### src/rtl/mwcd_pkg.sv
package mwcd_pkg;

  // Unit width codes; code 3 decodes as 8-bit units
  localparam logic [1:0] UW_8  = 2'd0;
  localparam logic [1:0] UW_16 = 2'd1;
  localparam logic [1:0] UW_32 = 2'd2;

  // Register indexes on the configuration port
  localparam logic REG_UNIT_WIDTH    = 1'b0;
  localparam logic REG_DECODE_ENABLE = 1'b1;

  localparam int unsigned Q_DEPTH = 4;
  localparam int unsigned Q_PTR_W = $clog2(Q_DEPTH);
  localparam int unsigned Q_CNT_W = $clog2(Q_DEPTH + 1);

  localparam logic [31:0] REPL_CP     = 32'h0000_FFFD;
  localparam logic [31:0] SUPP_BASE   = 32'h0001_0000;
  localparam logic [15:0] SUR_HI_BASE = 16'hD800;
  localparam logic [15:0] SUR_LO_BASE = 16'hDC00;
  localparam logic [15:0] SUR_END     = 16'hE000;
  localparam logic [7:0]  LEAD_BAD    = 8'hFE;

  // Marker bit still present at each stage, and smallest legal value
  localparam logic [31:0] CTRL_BIT [8] = '{
    32'h0000_0800, 32'h0001_0000, 32'h0020_0000, 32'h0400_0000,
    32'h8000_0000, 32'h0, 32'h0, 32'h0
  };
  localparam logic [31:0] MIN_VAL [8] = '{
    32'h0000_0080, 32'h0000_0800, 32'h0001_0000, 32'h0020_0000,
    32'h0400_0000, 32'h8000_0000, 32'h0, 32'h0
  };

  typedef struct packed {
    logic [1:0] unit_width;
    logic       decode_enable;
  } cfg_t;

  typedef struct packed {
    logic [31:0] code_point;
    logic [2:0]  unit_bytes;
    logic        is_replacement;
    logic        last;
  } res_t;

  typedef struct packed {
    logic [31:0] acc;
    logic [2:0]  stage;
    logic [2:0]  taken;
    logic        seq_pend;
    logic [9:0]  high_sur;
    logic        sur_pend;
  } dec_state_t;

endpackage

### src/rtl/mwcd_regs.sv
module mwcd_regs (
  input  logic          clk,
  input  logic          rst,
  input  logic          psel,
  input  logic          penable,
  input  logic          pwrite,
  input  logic [2:0]    paddr,
  input  logic [31:0]   pwdata,
  output logic [31:0]   prdata,
  output logic          pready,
  output mwcd_pkg::cfg_t cfg,
  output logic          cfg_wr
);
  import mwcd_pkg::*;

  logic idx;

  assign idx    = paddr[2];
  assign pready = 1'b1;
  assign cfg_wr = psel & penable & pwrite;

  always_ff @(posedge clk) begin
    if (rst) begin
      cfg.unit_width    <= UW_8;
      cfg.decode_enable <= 1'b1;
    end else if (cfg_wr) begin
      case (idx)
        REG_UNIT_WIDTH:    cfg.unit_width    <= pwdata[1:0];
        REG_DECODE_ENABLE: cfg.decode_enable <= pwdata[0];
        default:           cfg.unit_width    <= cfg.unit_width;
      endcase
    end
  end

  always_comb begin
    case (idx)
      REG_UNIT_WIDTH:    prdata = {30'd0, cfg.unit_width};
      REG_DECODE_ENABLE: prdata = {31'd0, cfg.decode_enable};
      default:           prdata = '0;
    endcase
  end

endmodule

### src/rtl/mwcd_decode.sv
module mwcd_decode (
  input  logic           clk,
  input  logic           rst,
  input  mwcd_pkg::cfg_t cfg,
  input  logic           clear,
  input  logic           fire,
  input  logic [31:0]    unit,
  output mwcd_pkg::res_t r0,
  output mwcd_pkg::res_t r1,
  output logic [1:0]     n
);
  import mwcd_pkg::*;

  dec_state_t st, st_next;

  always_ff @(posedge clk) begin
    if (rst || clear) begin
      st <= '0;
    end else if (fire) begin
      st <= st_next;
    end
  end

  logic [15:0] u16;
  logic [7:0]  b;
  logic        broke;
  res_t        fr;
  logic        fr_emit;
  res_t        head;
  logic        head_emit;
  logic [31:0] code;
  logic [2:0]  len;

  always_comb begin
    u16       = unit[15:0];
    b         = unit[7:0];
    st_next   = st;
    broke     = 1'b0;
    fr        = '0;
    fr_emit   = 1'b0;
    head      = '0;
    head_emit = 1'b0;
    code      = {st.acc[25:0], b[5:0]};
    len       = st.taken + 3'd1;

    case (cfg.unit_width)
      UW_32: begin
        head      = '{code_point: unit, unit_bytes: 3'd4, is_replacement: 1'b0, last: 1'b0};
        head_emit = 1'b1;
      end
      UW_16: begin
        if (!cfg.decode_enable) begin
          head      = '{code_point: {16'd0, u16}, unit_bytes: 3'd2,
                        is_replacement: 1'b0, last: 1'b0};
          head_emit = 1'b1;
        end else begin
          if (st.sur_pend) begin
            st_next = '0;
            if (u16 >= SUR_LO_BASE && u16 < SUR_END) begin
              head      = '{code_point: SUPP_BASE + {12'd0, st.high_sur, u16[9:0]},
                            unit_bytes: 3'd4, is_replacement: 1'b0, last: 1'b0};
              head_emit = 1'b1;
            end else begin
              head      = '{code_point: REPL_CP, unit_bytes: 3'd2,
                            is_replacement: 1'b1, last: 1'b0};
              head_emit = 1'b1;
              broke     = 1'b1;
            end
          end
          // Fresh decode of this unit
          if (!st.sur_pend || broke) begin
            if (u16 < SUR_HI_BASE || u16 >= SUR_END) begin
              fr      = '{code_point: {16'd0, u16}, unit_bytes: 3'd2,
                          is_replacement: 1'b0, last: 1'b0};
              fr_emit = 1'b1;
            end else if (u16 >= SUR_LO_BASE) begin
              fr      = '{code_point: REPL_CP, unit_bytes: 3'd2,
                          is_replacement: 1'b1, last: 1'b0};
              fr_emit = 1'b1;
            end else begin
              st_next.high_sur = u16[9:0];
              st_next.sur_pend = 1'b1;
            end
          end
        end
      end
      default: begin
        if (!cfg.decode_enable) begin
          head      = '{code_point: {24'd0, b}, unit_bytes: 3'd1,
                        is_replacement: 1'b0, last: 1'b0};
          head_emit = 1'b1;
        end else begin
          if (st.seq_pend) begin
            if (b[7:6] != 2'b10) begin
              st_next   = '0;
              head      = '{code_point: REPL_CP, unit_bytes: st.taken,
                            is_replacement: 1'b1, last: 1'b0};
              head_emit = 1'b1;
              broke     = 1'b1;
            end else if (code[31]) begin
              st_next   = '0;
              head      = '{code_point: REPL_CP, unit_bytes: len,
                            is_replacement: 1'b1, last: 1'b0};
              head_emit = 1'b1;
            end else if ((code & CTRL_BIT[st.stage]) != '0) begin
              // Strip the marker bit and wait for the next byte
              st_next.acc   = code & ~CTRL_BIT[st.stage];
              st_next.stage = st.stage + 3'd1;
              st_next.taken = len;
            end else begin
              st_next   = '0;
              head_emit = 1'b1;
              if (code < MIN_VAL[st.stage]) begin
                head = '{code_point: REPL_CP, unit_bytes: len,
                         is_replacement: 1'b1, last: 1'b0};
              end else begin
                head = '{code_point: code, unit_bytes: len,
                         is_replacement: 1'b0, last: 1'b0};
              end
            end
          end
          if (!st.seq_pend || broke) begin
            if (!b[7]) begin
              fr      = '{code_point: {24'd0, b}, unit_bytes: 3'd1,
                          is_replacement: 1'b0, last: 1'b0};
              fr_emit = 1'b1;
            end else if (!b[6] || b >= LEAD_BAD) begin
              fr      = '{code_point: REPL_CP, unit_bytes: 3'd1,
                          is_replacement: 1'b1, last: 1'b0};
              fr_emit = 1'b1;
            end else begin
              st_next.acc      = {26'd0, b[5:0]};
              st_next.stage    = 3'd0;
              st_next.taken    = 3'd1;
              st_next.seq_pend = 1'b1;
            end
          end
        end
      end
    endcase

    // Order the results and flag the final one
    r0 = head;
    r1 = fr;
    n  = {1'b0, head_emit} + {1'b0, fr_emit};
    if (!head_emit) begin
      r0 = fr;
    end
    if (n == 2'd2) begin
      r1.last = 1'b1;
    end else begin
      r0.last = 1'b1;
    end
  end

endmodule

### src/rtl/mwcd_queue.sv
module mwcd_queue (
  input  logic           clk,
  input  logic           rst,
  input  logic [1:0]     push_n,
  input  mwcd_pkg::res_t r0,
  input  mwcd_pkg::res_t r1,
  output logic           room,
  output logic           out_valid,
  input  logic           out_ready,
  output mwcd_pkg::res_t out_res
);
  import mwcd_pkg::*;

  res_t                 mem [Q_DEPTH];
  logic [Q_PTR_W-1:0]   wr_ptr, rd_ptr;
  logic [Q_CNT_W-1:0]   count;
  logic                 pop;

  assign out_valid = (count != '0);
  assign out_res   = mem[rd_ptr];
  assign pop       = out_valid & out_ready;
  assign room      = (count <= Q_CNT_W'(Q_DEPTH - 2));

  always_ff @(posedge clk) begin
    if (push_n != 2'd0) begin
      mem[wr_ptr] <= r0;
    end
    if (push_n == 2'd2) begin
      mem[wr_ptr + Q_PTR_W'(1)] <= r1;
    end
  end

  always_ff @(posedge clk) begin
    if (rst) begin
      wr_ptr <= '0;
      rd_ptr <= '0;
      count  <= '0;
    end else begin
      wr_ptr <= wr_ptr + Q_PTR_W'(push_n);
      rd_ptr <= rd_ptr + Q_PTR_W'(pop);
      count  <= count + Q_CNT_W'(push_n) - Q_CNT_W'(pop);
    end
  end

endmodule

### src/rtl/multi_width_char_decoder_unit.sv
// Multi-width character decoder.
//
// Input channel (in_valid / in_ready / code_unit): one code unit per beat,
// 8, 16 or 32 bits wide as unit_width selects. Output channel (out_valid /
// out_ready): one decoded character per beat with code_point, unit_bytes,
// is_replacement and last; last marks the final result of an input beat.
// Configuration sits on a small APB-style port: unit_width at address 0,
// decode_enable at address 4. Any write drops a half-built sequence.
//
// A result passes the input register, then the result queue, before it is
// offered. Throughput: one input beat per cycle while each unit gives at
// most one result and the receiver takes every result; a unit that breaks
// a sequence gives two results, offered in order on the output.
// The figure is set by the four-entry result queue: a unit is decoded only
// when two entries are free.
//
// Reset clears the input register, the result queue and all pending
// sequence state, and returns to 8-bit UTF-8 decoding. When the receiver
// stalls, results pile up in the queue and then in_ready drops.
module multi_width_char_decoder_unit (
  input  logic        clk,
  input  logic        rst,
  input  logic        psel,
  input  logic        penable,
  input  logic        pwrite,
  input  logic [2:0]  paddr,
  input  logic [31:0] pwdata,
  output logic [31:0] prdata,
  output logic        pready,
  input  logic        in_valid,
  output logic        in_ready,
  input  logic [31:0] code_unit,
  output logic        out_valid,
  input  logic        out_ready,
  output logic [31:0] code_point,
  output logic [2:0]  unit_bytes,
  output logic        is_replacement,
  output logic        last
);
  import mwcd_pkg::*;

  cfg_t        cfg;
  logic        cfg_wr;
  logic        in_full;
  logic [31:0] unit_q;
  logic        room;
  logic        fire;
  res_t        r0, r1, out_res;
  logic [1:0]  n;

  mwcd_regs u_regs (
    .clk     (clk),
    .rst     (rst),
    .psel    (psel),
    .penable (penable),
    .pwrite  (pwrite),
    .paddr   (paddr),
    .pwdata  (pwdata),
    .prdata  (prdata),
    .pready  (pready),
    .cfg     (cfg),
    .cfg_wr  (cfg_wr)
  );

  // Decode the held unit once the queue can take both possible results
  assign fire     = in_full & room;
  assign in_ready = ~in_full | fire;

  always_ff @(posedge clk) begin
    if (rst) begin
      in_full <= 1'b0;
    end else if (in_ready) begin
      in_full <= in_valid;
    end
  end

  // Payload register: capture on every accepted beat
  always_ff @(posedge clk) begin
    if (in_valid && in_ready) begin
      unit_q <= code_unit;
    end
  end

  mwcd_decode u_decode (
    .clk   (clk),
    .rst   (rst),
    .cfg   (cfg),
    .clear (cfg_wr),
    .fire  (fire),
    .unit  (unit_q),
    .r0    (r0),
    .r1    (r1),
    .n     (n)
  );

  mwcd_queue u_queue (
    .clk       (clk),
    .rst       (rst),
    .push_n    (fire ? n : 2'd0),
    .r0        (r0),
    .r1        (r1),
    .room      (room),
    .out_valid (out_valid),
    .out_ready (out_ready),
    .out_res   (out_res)
  );

  assign code_point     = out_res.code_point;
  assign unit_bytes     = out_res.unit_bytes;
  assign is_replacement = out_res.is_replacement;
  assign last           = out_res.last;

endmodule

### config.mk
export PLATFORM = sky130hd
export DESIGN_NAME = multi_width_char_decoder_unit
export DESIGN_NICKNAME = d
export VERILOG_FILES = /design/src/rtl/mwcd_pkg.sv /design/src/rtl/mwcd_regs.sv /design/src/rtl/mwcd_decode.sv /design/src/rtl/mwcd_queue.sv /design/src/rtl/multi_width_char_decoder_unit.sv
export SDC_FILE = /design/constraint.sdc
export NUM_CORES = 1
export LEC_CHECK = 0
export CORE_ASPECT_RATIO = 0.75
export CORE_UTILIZATION = 37
export DETAILED_ROUTE_END_ITERATION = 10
export DONT_BUFFER_PORTS = 1
export SYNTH_ARGS = -nofsm -noshare
export SYNTH_HDL_FRONTEND = slang
export SYNTH_SLANG_ARGS = --single-unit
### constraint.sdc
create_clock -name clk -period 3.9 [get_ports clk]
set_input_delay 1.17 -clock clk [delete_from_list [all_inputs] [get_ports clk]]
set_output_delay 1.17 -clock clk [all_outputs]
set_load 0.05 [all_outputs]
; Word level (Yosys, flattened, before mapping)
; Memory sizes are Yosys's and may differ from the RTL's. A register that Yosys moved wholly into a read port is not among the register bits.
; Index checks and enable logic that the tools add are counted.
[op_classes]
add_sub_neg = 9
order_cmp = 8
n_eq_ne = 7
n_mux = 73
n_bitwise = 12
reduce_logical = 19
[ops]
columns = op, count
row1 = $mux W37, 14
row2 = $mux W50, 6
row3 = $pmux W37 S2, 2
row4 = $mux W32, 4
row5 = $mux W39, 3
row6 = $pmux W50 S2, 1
row7 = $mux W36, 2
row8 = $and A32 B32 Y32, 2
row9 = $pmux W32 S2, 1
row10 = $mux W21, 2
row11 = $mux W38, 1
row12 = $mux W11, 3
row13 = $ge A16 B16 Y1 const B, 2
row14 = $lt A16 B16 Y1 const B, 2
row15 = $lt A32 B32 Y1, 1
row16 = $not A32 Y32, 1
row17 = $reduce_bool A32 Y1, 1
row18 = $mux W1, 29
row19 = $add A17 B20 Y21 const A, 1
row20 = $mux W12, 1
row21 = $ge A8 B8 Y1 const B, 1
row22 = $add A3 B1 Y3 const B, 2
row23 = $eq A2 B2 Y1 const B, 3
row24 = $logic_or A1 B1 Y1, 5
row25 = other kinds (26), 38
[word_totals]
regBits = 93
mem_bits_rw = 148
rom_bits = 512
input_bits = 74
output_inout_bits = 72
elab_cells = 144
n_memories = 3
[memory_table]
columns = name, depth, width, read_ports, rd_clocked_by_memory_dff, wr, line_no
row1 = (name not given), 8, 32, 1, 0, 0, mwcd_decode.sv:105  ; end else if ((code & CTRL_BIT[st.stage]) != '0) begin
row2 = (name not given), 8, 32, 1, 0, 0, mwcd_decode.sv:113  ; if (code < MIN_VAL[st.stage]) begin
row3 = u_queue.mem, 4, 37, 1, 1, 2, mwcd_queue.sv:14  ; res_t mem [Q_DEPTH];

; Longest topological paths before layout
; Gate-level depths: netlist of run 1.
[logic_depth]
depth_word = 17
depth_mapped = 17
depth_no_buf = 15

; By module
; A second synthesis of run 1 with hierarchy kept.
[unflattened]
hier_cells = 1016
hier_area_um2 = 12944.9
[modules_own_cells]
columns = module, instances, cells_per_inst, area_per_inst_um2, seq_area_each_um2
row1 = mwcd_queue, 1, 405, 7780.0, 4584.4
row2 = mwcd_decode, 1, 521, 3708.6, 880.8
row3 = multi_width_char_decoder_unit, 1, 40, 1038.5, 980.9
row4 = mwcd_regs, 1, 50, 417.9, 60.1

; Worst setup path before layout of run 1
; No wires, ideal clock.
[synth_timing]
path_kind = register to register
start = register u_decode.st[17] (netlist name)
end = memory u_queue.mem[0][0] (netlist name), enable pin
setup_ns = 0.375
arrival_ns = 3.340
required_ns = 3.525
path_slack_ns = 0.185
path_stages_with_launch = 14
n_path_buf = 2
period_less_slack_ns = 3.715
cell_sequence = dfxtp_1 -> buf_2 -> inv_1 -> ha_1 -> a22oi_1 -> a211oi_2 -> a21o_1 -> inv_1 -> buf_2 -> ha_1 -> nand2b_1 -> nor4_1 -> nor2_1 -> inv_1
[synth_rtl]
columns = element, line_no
row1 = "start, declared", mwcd_decode.sv:14  ; dec_state_t st, st_next;
row2 = "start signal, assigned", mwcd_decode.sv:20  ; st <= st_next;
row3 = "end, declared", mwcd_queue.sv:14

==> impl_metrics.toml, run 1 <==
[synth]
syn_area_mm2 = 0.0113
synth_cell_type_count = 71
synth_area_leader_cell = "edfxtp_1"
yosysSeqAreaShare_pct = 51.5
yosysMostFrequentCell = "dfxtp_1"
synth_edf_count = 112
ys_warn_count = 0
synth-main-ff-cell = "dfxtp_1"
netlist_instances = 1076
syn_area_per_cell_um2 = 10.5
synth-seq-cells = 235
async_flop_share_pct = 0
ys_top_cells_by_area = "edfxtp_1, dfxtp_1, mux4_2"
synth_common_cells = "dfxtp_1, edfxtp_1, nor2_1"
synth_top_area_share_pct = 29.7

[floorplan]
core_area_mm2 = 0.0301
rows = 55
die-width_um = 204
initial_utilization_pct = 37.6
die_h_um = 153
num_io_pins = 146
die_area_mm2 = 0.0313

[power]
power_frac_seq_pct = 44.0
ir_worst_vdd_v = 0.000291
power_leakage_nw = 4.29
netSwitchingFraction_pct = 31.8
power_mw = 6.32
clkPwrFrac_pct = 34.9
internal-power_mw = 4.31
comb_power_share_pct = 21.0
power_density_mw_per_mm2 = 500
power.switching_mw = 2.01

[global_routing]
grt_util_all_layers_pct = 21.2
grt_pass1_vias = 8161
grt_max_degree = 45
grt_antenna_before_repair = 0
grt_pass1_wl_um = 50900
overflow = 0

[place]
gp_routability_congestion = 0.926
dp_slack_ns = -0.0348
dp_hpwl_um = 23800
dp_cells = 1455
numPortBuffers = 0

[sta]
fin_crit_ns = 3.71
maxSlewHeadroom_pct = 39.2
report.final.slew_viol_count = 0
setup_ws_ns = 0.189
fmax_ghz = 0.270
setup_viol = 0
finalCritPeriodShare_pct = 95.1
report.final.hold_viol_count = 0
finalClockSkew_ns = 0.0151
worst_pin_slew_ns = 0.905
rsz0062_at_grt = "no"

[critical_path]
worstPathRequired_ns = 4.28
critPathKind = "reg -> reg"
r2r_end = "u_queue.mem[2][8]"
worst-r2r-cell-count = 13
reg2reg_setup_slack_ns = 0.19
reg2reg_from = "u_regs.cfg[1]"
end_kind = "flop"
path_delay_family = "simple AND/OR/NAND/NOR gates"
path_buf_inv = 2
arrival_ns = 4.09
cp_slowest_stage_delay_ns = 0.59
cp_slowest_cell = "o22ai_1"
path_cells = "inv_1, ha_1, nor4b_1, a311o_1, a21o_1, inv_1, ha_1, nor2_1, nor4_2, nor2_2, o22ai_1, nand2_1, nand3_1"
worstPathMaxFanout = 11
critPathLaunchType = "flop"

[clocking]
ctsHtreeMaxLevel = 1
clk_path_buf_depth = 3
cts-root-buf = "clkbuf_16"
clk_pin_slew_worst_paths_ns = 0.06
cts.sinks = 235
cts_tree = "done"
clk_latency_ns = 0.54
post-cts-setup-buffers = 0
cts-buffers-inserted = 25

[layout]
layout-drive-gt1-share_pct = 13.1
nNetsFinal = 1179
stdcell_count = 1501
syn2layout_area_growth_pct = 11.6
diodes = 0

[detailed_routing]
dr.pass1.iters = 7
ant_nets = 0
drc_errors = 0
routed_wl_um = 33300
dr.first_iter.drc_count = 1059
via_per_inst = 5.82
via_count = 8731
wire_per_inst_um = 22.2

[hold_path]
hp-class = "reg -> reg"
hold_start = "u_queue.mem[1][25]"
hold_depth = 2
whs_endpoint = "u_queue.mem[1][25]"

[run]
drv_cap = 0

[status]
status = "complete, no violations"
[metrics by stage]
| stage | hold WS, ns | utilization [%] | instance area (um2) | setup TNS (ns) |
|---|---|---|---|---|
| finish | 0.453 | 41.9 | 12600 | 0 |
| detailed placement | 0.442 | 39.3 | 11900 | -0.411 |
| floorplan | 0.420 | - | 11400 | 0 |
| global placement | 0.429 | 39.3 | 11900 | 0 |
| global route | 0.475 | 41.9 | 12600 | 0 |
| CTS | 0.456 | 41.9 | 12600 | 0 |
[cell usage in the layout (no fill, tap or decap), drive strengths merged, types with 23 or more instances in the layout]
master	count
a22oi	52
dfxtp	123
a21oi	49
nand3	74
clkbuf	35
o31ai	23
mux4	37
buf	50
o21ai	84
nor2	91
nand2	83
inv	23
o22ai	44
edfxtp	112
conb	31
[power groups by stage]
stage          logic (mW)  clock network [mW]  registers, mW
5_1_grt              1.42                2.35           2.79
3_3_place_gp         1.32                   0           2.83
2_1_floorplan        1.12                   0           2.78
3_5_place_dp         1.33                   0           2.83
4_1_cts              1.34                2.25           2.78
6_report             1.33                2.20           2.78
[kinds of logic after synthesis]
group | after synthesis | synth area share (%)
adder cells (fa/ha/maj) | 22 | 2.50
multiplexers | 39 | 7.55
buffers and inverters | 121 | 5.25
AO/OA/AOI/OAI | 316 | 18.4
flip-flops | 235 | 51.5
AND/OR/NAND/NOR | 332 | 14.1
other | 2 | 0.0663
XOR/XNOR | 9 | 0.696
[final cells by class]
type | instances | area (um2)
Multi-Input combinational cell | 749 | 5040
Fill cell | 2891 | 17500
Timing Repair Buffer | 50 | 438
Clock buffer | 35 | 683
Tap cell | 399 | 499
Clock inverter | 11 | 70.1
Sequential cell | 235 | 5830
Inverter | 22 | 82.6
[worst max-delay path by stage]
stage	slack (ns)	cells after the start	startpoint	to
6_report	0.19	13	u_regs.cfg[1]	u_queue.mem[2][8]
4_1_cts	0.02	12	u_regs.cfg[1]	u_queue.mem[2][10]
3_3_place_gp	0.005	13	u_regs.cfg[1]	u_queue.mem[0][8]
3_5_place_dp	-0.03	13	u_regs.cfg[1]	u_queue.mem[2][8]
2_1_floorplan	0.19	13	u_decode.st[17]	u_queue.mem[0][0]
5_1_grt	0.02	13	u_regs.cfg[1]	u_queue.mem[2][8]
[routing by layer]
layer / up-vias / GRT usage (%) / share of wire [%]
li1: 4060 / - / -
met1: 4272 / 31.9 / 47
met2: 361 / 30.9 / 43
met3: 38 / 4.77 / 8.5
met4: 0 / 4.44 / 1.7
met5: - / 0 / 0
[sequential cells by signal, indices dropped and copies added (netlist names)]
signal and count:
u_queue.mem 148, unit_q 32, u_decode.code 26, u_decode.st 18, u_queue.count 3, u_regs.cfg 3, u_queue.rd_ptr 2, u_queue.wr_ptr 2
in_full 1
[worst min-delay path: stages (launching register included)]
cell and delay [ns]:
dfxtp_1 0.33, nand2_1 0.05, o31ai_1 0.05
[timing repair]
item,4_1_cts,5_1_grt
hold buffers,0,0
endpoints found under the hold margin,0,0
setup endpoints to repair,21,27
resized for setup,3,3
Power figures use the tool's default switching activity.
==> inputs of run 2 (changes only) <==
CELL_PAD_IN_SITES_DETAIL_PLACEMENT = 2   (was not set)
CELL_PAD_IN_SITES_GLOBAL_PLACEMENT = 2   (was not set)
PLACE_DENSITY_LB_ADDON = 0.1   (was not set)
==> run 2 against run 1 <==
Against the previous run: the run now ends with design-rule violations left; die area is the same; global-route usage grew 5.1 points; critical path type unchanged; non-clock buffer count up 18; clock skew shrank 0.0056 ns; total power grew 2.5%; sequential power about the same; highest routed layer unchanged; hold slack improved by 0.0066 ns; largest power group unchanged; combinational power is 5% higher; first-iteration DRC count shrank 46%.
==> impl_metrics.toml, run 2 (synthesis results as in run 1) <==
[critical_path]
end_kind = "flop"
worstPathRequired_ns = 4.27
crit_path_start = "u_regs.cfg[1]"
worst-r2r-cell-count = 11
reg2reg_from = "u_regs.cfg[1]"
reg2reg_setup_slack_ns = 0.05
critPathLaunchType = "flop"
critPathKind = "reg -> reg"
r2r_end = "u_queue.mem[0][19]"
worstPathMaxFanout = 8
arrival_ns = 4.22

[layout]
layout-drive-gt1-share_pct = 14.9
final_common_cell = "dfxtp_1"
diodes = 0
regArea_mm2 = 0.00583
largest_reg_flops = 148
top_register = "u_queue.mem"
syn2layout_area_growth_pct = 12.7
nNetsFinal = 1197
multi_input_area_mm2 = 0.00507
final_cell_mix = "dfxtp_1, edfxtp_1, nor2_1"
fillers = 3157

[place]
dp_slack_ns = -0.416
numPortBuffers = 0
dp_hpwl_um = 30100
gp_routability_congestion = 0.848

[hold_path]
whs_endpoint = "u_queue.mem[1][23]"
hold_start = "u_queue.mem[1][23]"
hp-class = "reg -> reg"
hold_depth = 2

[sta]
fmax_ghz = 0.260
report.final.slew_viol_count = 0
finalCritPeriodShare_pct = 98.7
setup_ws_ns = 0.0499
fin_hold_ws_ns = 0.460
report.final.hold_viol_count = 0
setup_viol = 0
fin_crit_ns = 3.85
worst_pin_slew_ns = 1.04
finalClockSkew_ns = 0.00942
rsz0062_at_grt = "yes"
maxSlewHeadroom_pct = 30.5

[clocking]
holdBufCountCts = 0
cts-root-buf = "clkbuf_16"
post-cts-setup-buffers = 0
cts-buffers-inserted = 25
cts_tree = "done"
clk_pin_slew_worst_paths_ns = 0.06
clk_path_buf_depth = 3
clk_latency_ns = 0.56
ctsHtreeMaxLevel = 1
cts.sinks = 235

[floorplan]
core_area_mm2 = 0.0301
die_area_mm2 = 0.0313
num_io_pins = 146
rows = 55
initial_utilization_pct = 37.6
die_h_um = 153
die-width_um = 204

[global_routing]
grt_pass1_wl_um = 61700
overflow = 0
grt_max_degree = 45
grt_util_all_layers_pct = 26.3
grt_antenna_before_repair = 0
grt_pass1_vias = 9511

[power]
ir_worst_vdd_v = 0.000314
power_leakage_nw = 4.37
power_density_mw_per_mm2 = 508

[detailed_routing]
dr.first_iter.drc_count = 569
via_per_inst = 5.95
routed_wl_um = 40800
ant_nets = 0
via_count = 9035
drc_errors = 2
dr.pass1.iters = 8
wire_per_inst_um = 26.9

[run]
drv_cap = 0

[status]
status = "finished with violations"
violations = "design-rule violations"
-- run 2: stage by stage --
step / util [%] / TNS, ns / power (mW) / cells / area [um2]
after CTS: 42.2 / -0.000352 / 6.52 / 1518 / 12700
after detailed placement: 39.6 / -10.73 / 4.22 / 1473 / 11900
final: 42.3 / 0 / 6.48 / 1518 / 12800
after global routing: 42.3 / -0.662 / 6.69 / 1518 / 12800
after global placement: 39.6 / -2.27 / 4.18 / 1473 / 11900
after floorplan: - / 0 / 3.89 / 1105 / 11400
-- run 2: layer usage --
metal  global-route usage [%]  up-vias  part of all wire [%]
met5                        0        -                     0
met4                     4.83        0                   1.3
met3                     4.94       38                   5.3
met2                     40.1      224                    44
met1                     39.1     4684                    49
li1                         -     4089                     -
-- run 2: critical path: stages (launching register included) --
cell and delay [ns]:
dfxtp_1 0.36, inv_1 0.07, ha_1 0.39, nor4b_1 0.37, a311o_1 0.25, a21o_1 0.18
inv_1 0.08, ha_1 0.38, nor2_2 0.11, nor4b_2 0.67, nand2_1 0.44, o22ai_1 0.35
-- run 2: power by group --
| group | switching, mW | internal (mW) |
|---|---|---|
| clock network | 1.02 | 1.28 |
| logic | 0.994 | 0.393 |
| registers | 0.0976 | 2.69 |
| total | 2.12 | 4.36 |
-- run 2: timing repair --
item	CTS	global route
gates cloned	0	0
endpoints found under the setup margin	56	101
gates resized for setup	6	7
-- run 2: worst max path at each step --
stage | to | slack, ns | cells past startpoint
final | u_queue.mem[0][19] | 0.05 | 11
after detailed placement | u_queue.mem[0][8] | -0.42 | 13
after global routing | u_queue.mem[3][9] | -0.04 | 12
after global placement | u_queue.mem[0][10] | -0.16 | 13
after floorplan | u_queue.mem[0][0] | 0.19 | 13
after CTS | u_queue.mem[2][16] | -0.0004 | 13
-- run 2: final cells by class --
class,instances,area share (%)
sequential,235,45.7
multi-input combinational,749,39.7
clock buffer,43,5.74
timing repair buffer,68,4.10
tap,399,3.91
inverter,22,0.647
clock inverter,2,0.196
==> inputs of run 3 (changes only) <==
REMOVE_ABC_BUFFERS = 1   (was not set)
==> run 3 against run 2 <==
Against the previous run: the flow now finishes without violations; clock skew increased by 0.00094 ns; first-iteration DRC count increased by 15%; die area unchanged; clock power increased by 11%; sequential share of layout area decreased by 0.90 points; setup slack improved by 0.11 ns; combinational power increased by 4%; final cell count increased by 0.99%; global-route usage increased by 0.30 points; non-clock buffer count increased by 12; total power increased by 4.5%; critical path depth increased by 3; critical endpoint is now u_queue.mem[0][8]; largest power group unchanged; highest routed layer unchanged.
==> impl_metrics.toml, run 3 (synthesis results as in run 1) <==
[sta]
fmax_ghz = 0.267
report.final.hold_viol_count = 0
worst_pin_slew_ns = 0.848
fin_hold_ws_ns = 0.455
final.setup.tns_ns = 0
rsz0062_at_grt = "no"
finalCritPeriodShare_pct = 96.0
fin_crit_ns = 3.74
setup_viol = 0
report.final.slew_viol_count = 0
maxSlewHeadroom_pct = 43.5
finalClockSkew_ns = 0.0104
setup_ws_ns = 0.158

[clocking]
cts-root-buf = "clkbuf_16"
clk_pin_slew_worst_paths_ns = 0.06
cts.sinks = 235
cts-buffers-inserted = 26
clk_path_buf_depth = 3
cts_tree = "done"
holdBufCountCts = 0
clk_latency_ns = 0.55
ctsHtreeMaxLevel = 1

[place]
dp_hpwl_um = 29900
dp_cells = 1485
gp_routability_congestion = 0.854
dp_slack_ns = -0.00896
numPortBuffers = 0

[detailed_routing]
dr.first_iter.drc_count = 655
drc_errors = 0
routed_wl_um = 41600
ant_nets = 0
dr.pass1.iters = 7
via_per_inst = 6.01
wire_per_inst_um = 27.1
via_count = 9209

[layout]
fillers = 3154
top_register = "u_queue.mem"
syn2layout_area_growth_pct = 15.0
largest_reg_flops = 148
final_cell_mix = "dfxtp_1, edfxtp_1, nor2_1"
stdcell_count = 1533
layout-drive-gt1-share_pct = 15.6
regArea_mm2 = 0.00583
multi_input_area_mm2 = 0.00505
final_common_cell = "dfxtp_1"
diodes = 0
nNetsFinal = 1210

[critical_path]
critPathLaunchType = "flop"
cp_slowest_stage_delay_ns = 0.60
r2r_end = "u_queue.mem[0][8]"
reg2reg_from = "u_decode.st[15]"
critPathKind = "reg -> reg"
worst-r2r-cell-count = 14
path_cells = "ha_1, ha_1, a21boi_0, a211oi_2, a21o_1, inv_1, ha_1, buf_4, nand2b_1, nor4_1, nor2_1, o22ai_2, nand2_1, nand3_1"
crit_path_start = "u_decode.st[15]"
end_kind = "flop"
cp_slowest_cell = "nor4_1"
path_common_cell = "ha_1"
cp-endpoint = "u_queue.mem[0][8]"
worstPathMaxFanout = 5
arrival_ns = 4.13
reg2reg_setup_slack_ns = 0.16
worstPathRequired_ns = 4.29

[status]
status = "complete, no violations"

[power]
power_leakage_nw = 4.49
ir_worst_vdd_v = 0.000320
comb_power_share_pct = 21.2
power_mw = 6.77
internal-power_mw = 4.62
power_frac_seq_pct = 41.0
power_density_mw_per_mm2 = 520
clkPwrFrac_pct = 37.7
netSwitchingFraction_pct = 31.7
power.switching_mw = 2.15

[global_routing]
grt_util_all_layers_pct = 26.6
grt_max_degree = 45
grt_antenna_before_repair = 0
grt_pass1_vias = 9598
overflow = 0
grt_pass1_wl_um = 62300

[floorplan]
die-width_um = 204
initial_utilization_pct = 37.6
num_io_pins = 146
die_h_um = 153
rows = 55
die_area_mm2 = 0.0313
core_area_mm2 = 0.0301

[run]
drv_cap = 0

[hold_path]
hold_depth = 2
hp-class = "reg -> reg"
run 3: cell count changes in the layout (fill, tap and decap cells not counted), moves of 2 or more:
cell | previous run | this run
buf_12 | 1 | 6
buf_4 | 67 | 74
bufinv_16 | 0 | 3
clkbuf_1 | 10 | 8
clkbuf_2 | 4 | 0
clkinv_1 | 0 | 3
nor2_1 | 86 | 90
nor2_2 | 3 | 1
nor2_4 | 2 | 0
run 3: cell type report:
cell class	count	share of cell area, %
Inverter	22	0.634
Tap cell	399	3.84
Timing Repair Buffer	80	5.19
Clock buffer	38	5.65
Sequential cell	235	44.8
Clock inverter	10	1.08
Multi-Input combinational cell	749	38.8
run 3: how the worst min path moves through the flow:
stage / from / endpoint / slack [ns]
2_1_floorplan: u_queue.mem[1][21] / u_queue.mem[1][21] / 0.42
3_3_place_gp: u_queue.mem[3][25] / u_queue.mem[3][25] / 0.43
3_5_place_dp: u_queue.mem[0][21] / u_queue.mem[0][21] / 0.44
4_1_cts: u_queue.mem[2][21] / u_queue.mem[2][21] / 0.46
5_1_grt: u_queue.mem[2][21] / u_queue.mem[2][21] / 0.48
6_report: u_queue.mem[2][21] / u_queue.mem[2][21] / 0.46
run 3: per-stage QoR:
| stage | area, um2 | util (%) |
|---|---|---|
| finish | 13000 | 43.2 |
| floorplan | 10900 | - |
| CTS | 13000 | 43.1 |
| global placement | 12100 | 40.1 |
| global route | 13000 | 43.2 |
| detailed placement | 12100 | 40.1 |
run 3: timing repair:
item	CTS	global route
endpoints found under the setup margin	17	25
setup buffers	0	0
resized for setup	2	5
gates cloned	0	0
run 3: power groups by stage:
stage	registers [mW]	clock network (mW)	logic (mW)
6_report	2.78	2.55	1.44
5_1_grt	2.79	2.69	1.52
4_1_cts	2.78	2.61	1.44
3_5_place_dp	2.83	0	1.43
3_3_place_gp	2.83	0	1.40
2_1_floorplan	2.88	0	0.964
run 3: worst max-delay path: cells and delay by family (launching register included):
kind / cells / cell delay (ns)
fa+ha+maj: 3 / 0.70
compound gates: 4 / 1.06
simple gates: 5 / 1.23
buf+inv: 2 / 0.22
flops: 1 / 0.38
run 3: routing by layer:
layer | track usage, % | share of wire, %
met5 | 0 | 0
met4 | 5.12 | 1.7
met3 | 5.13 | 6.2
met2 | 40.0 | 44
met1 | 39.8 | 48
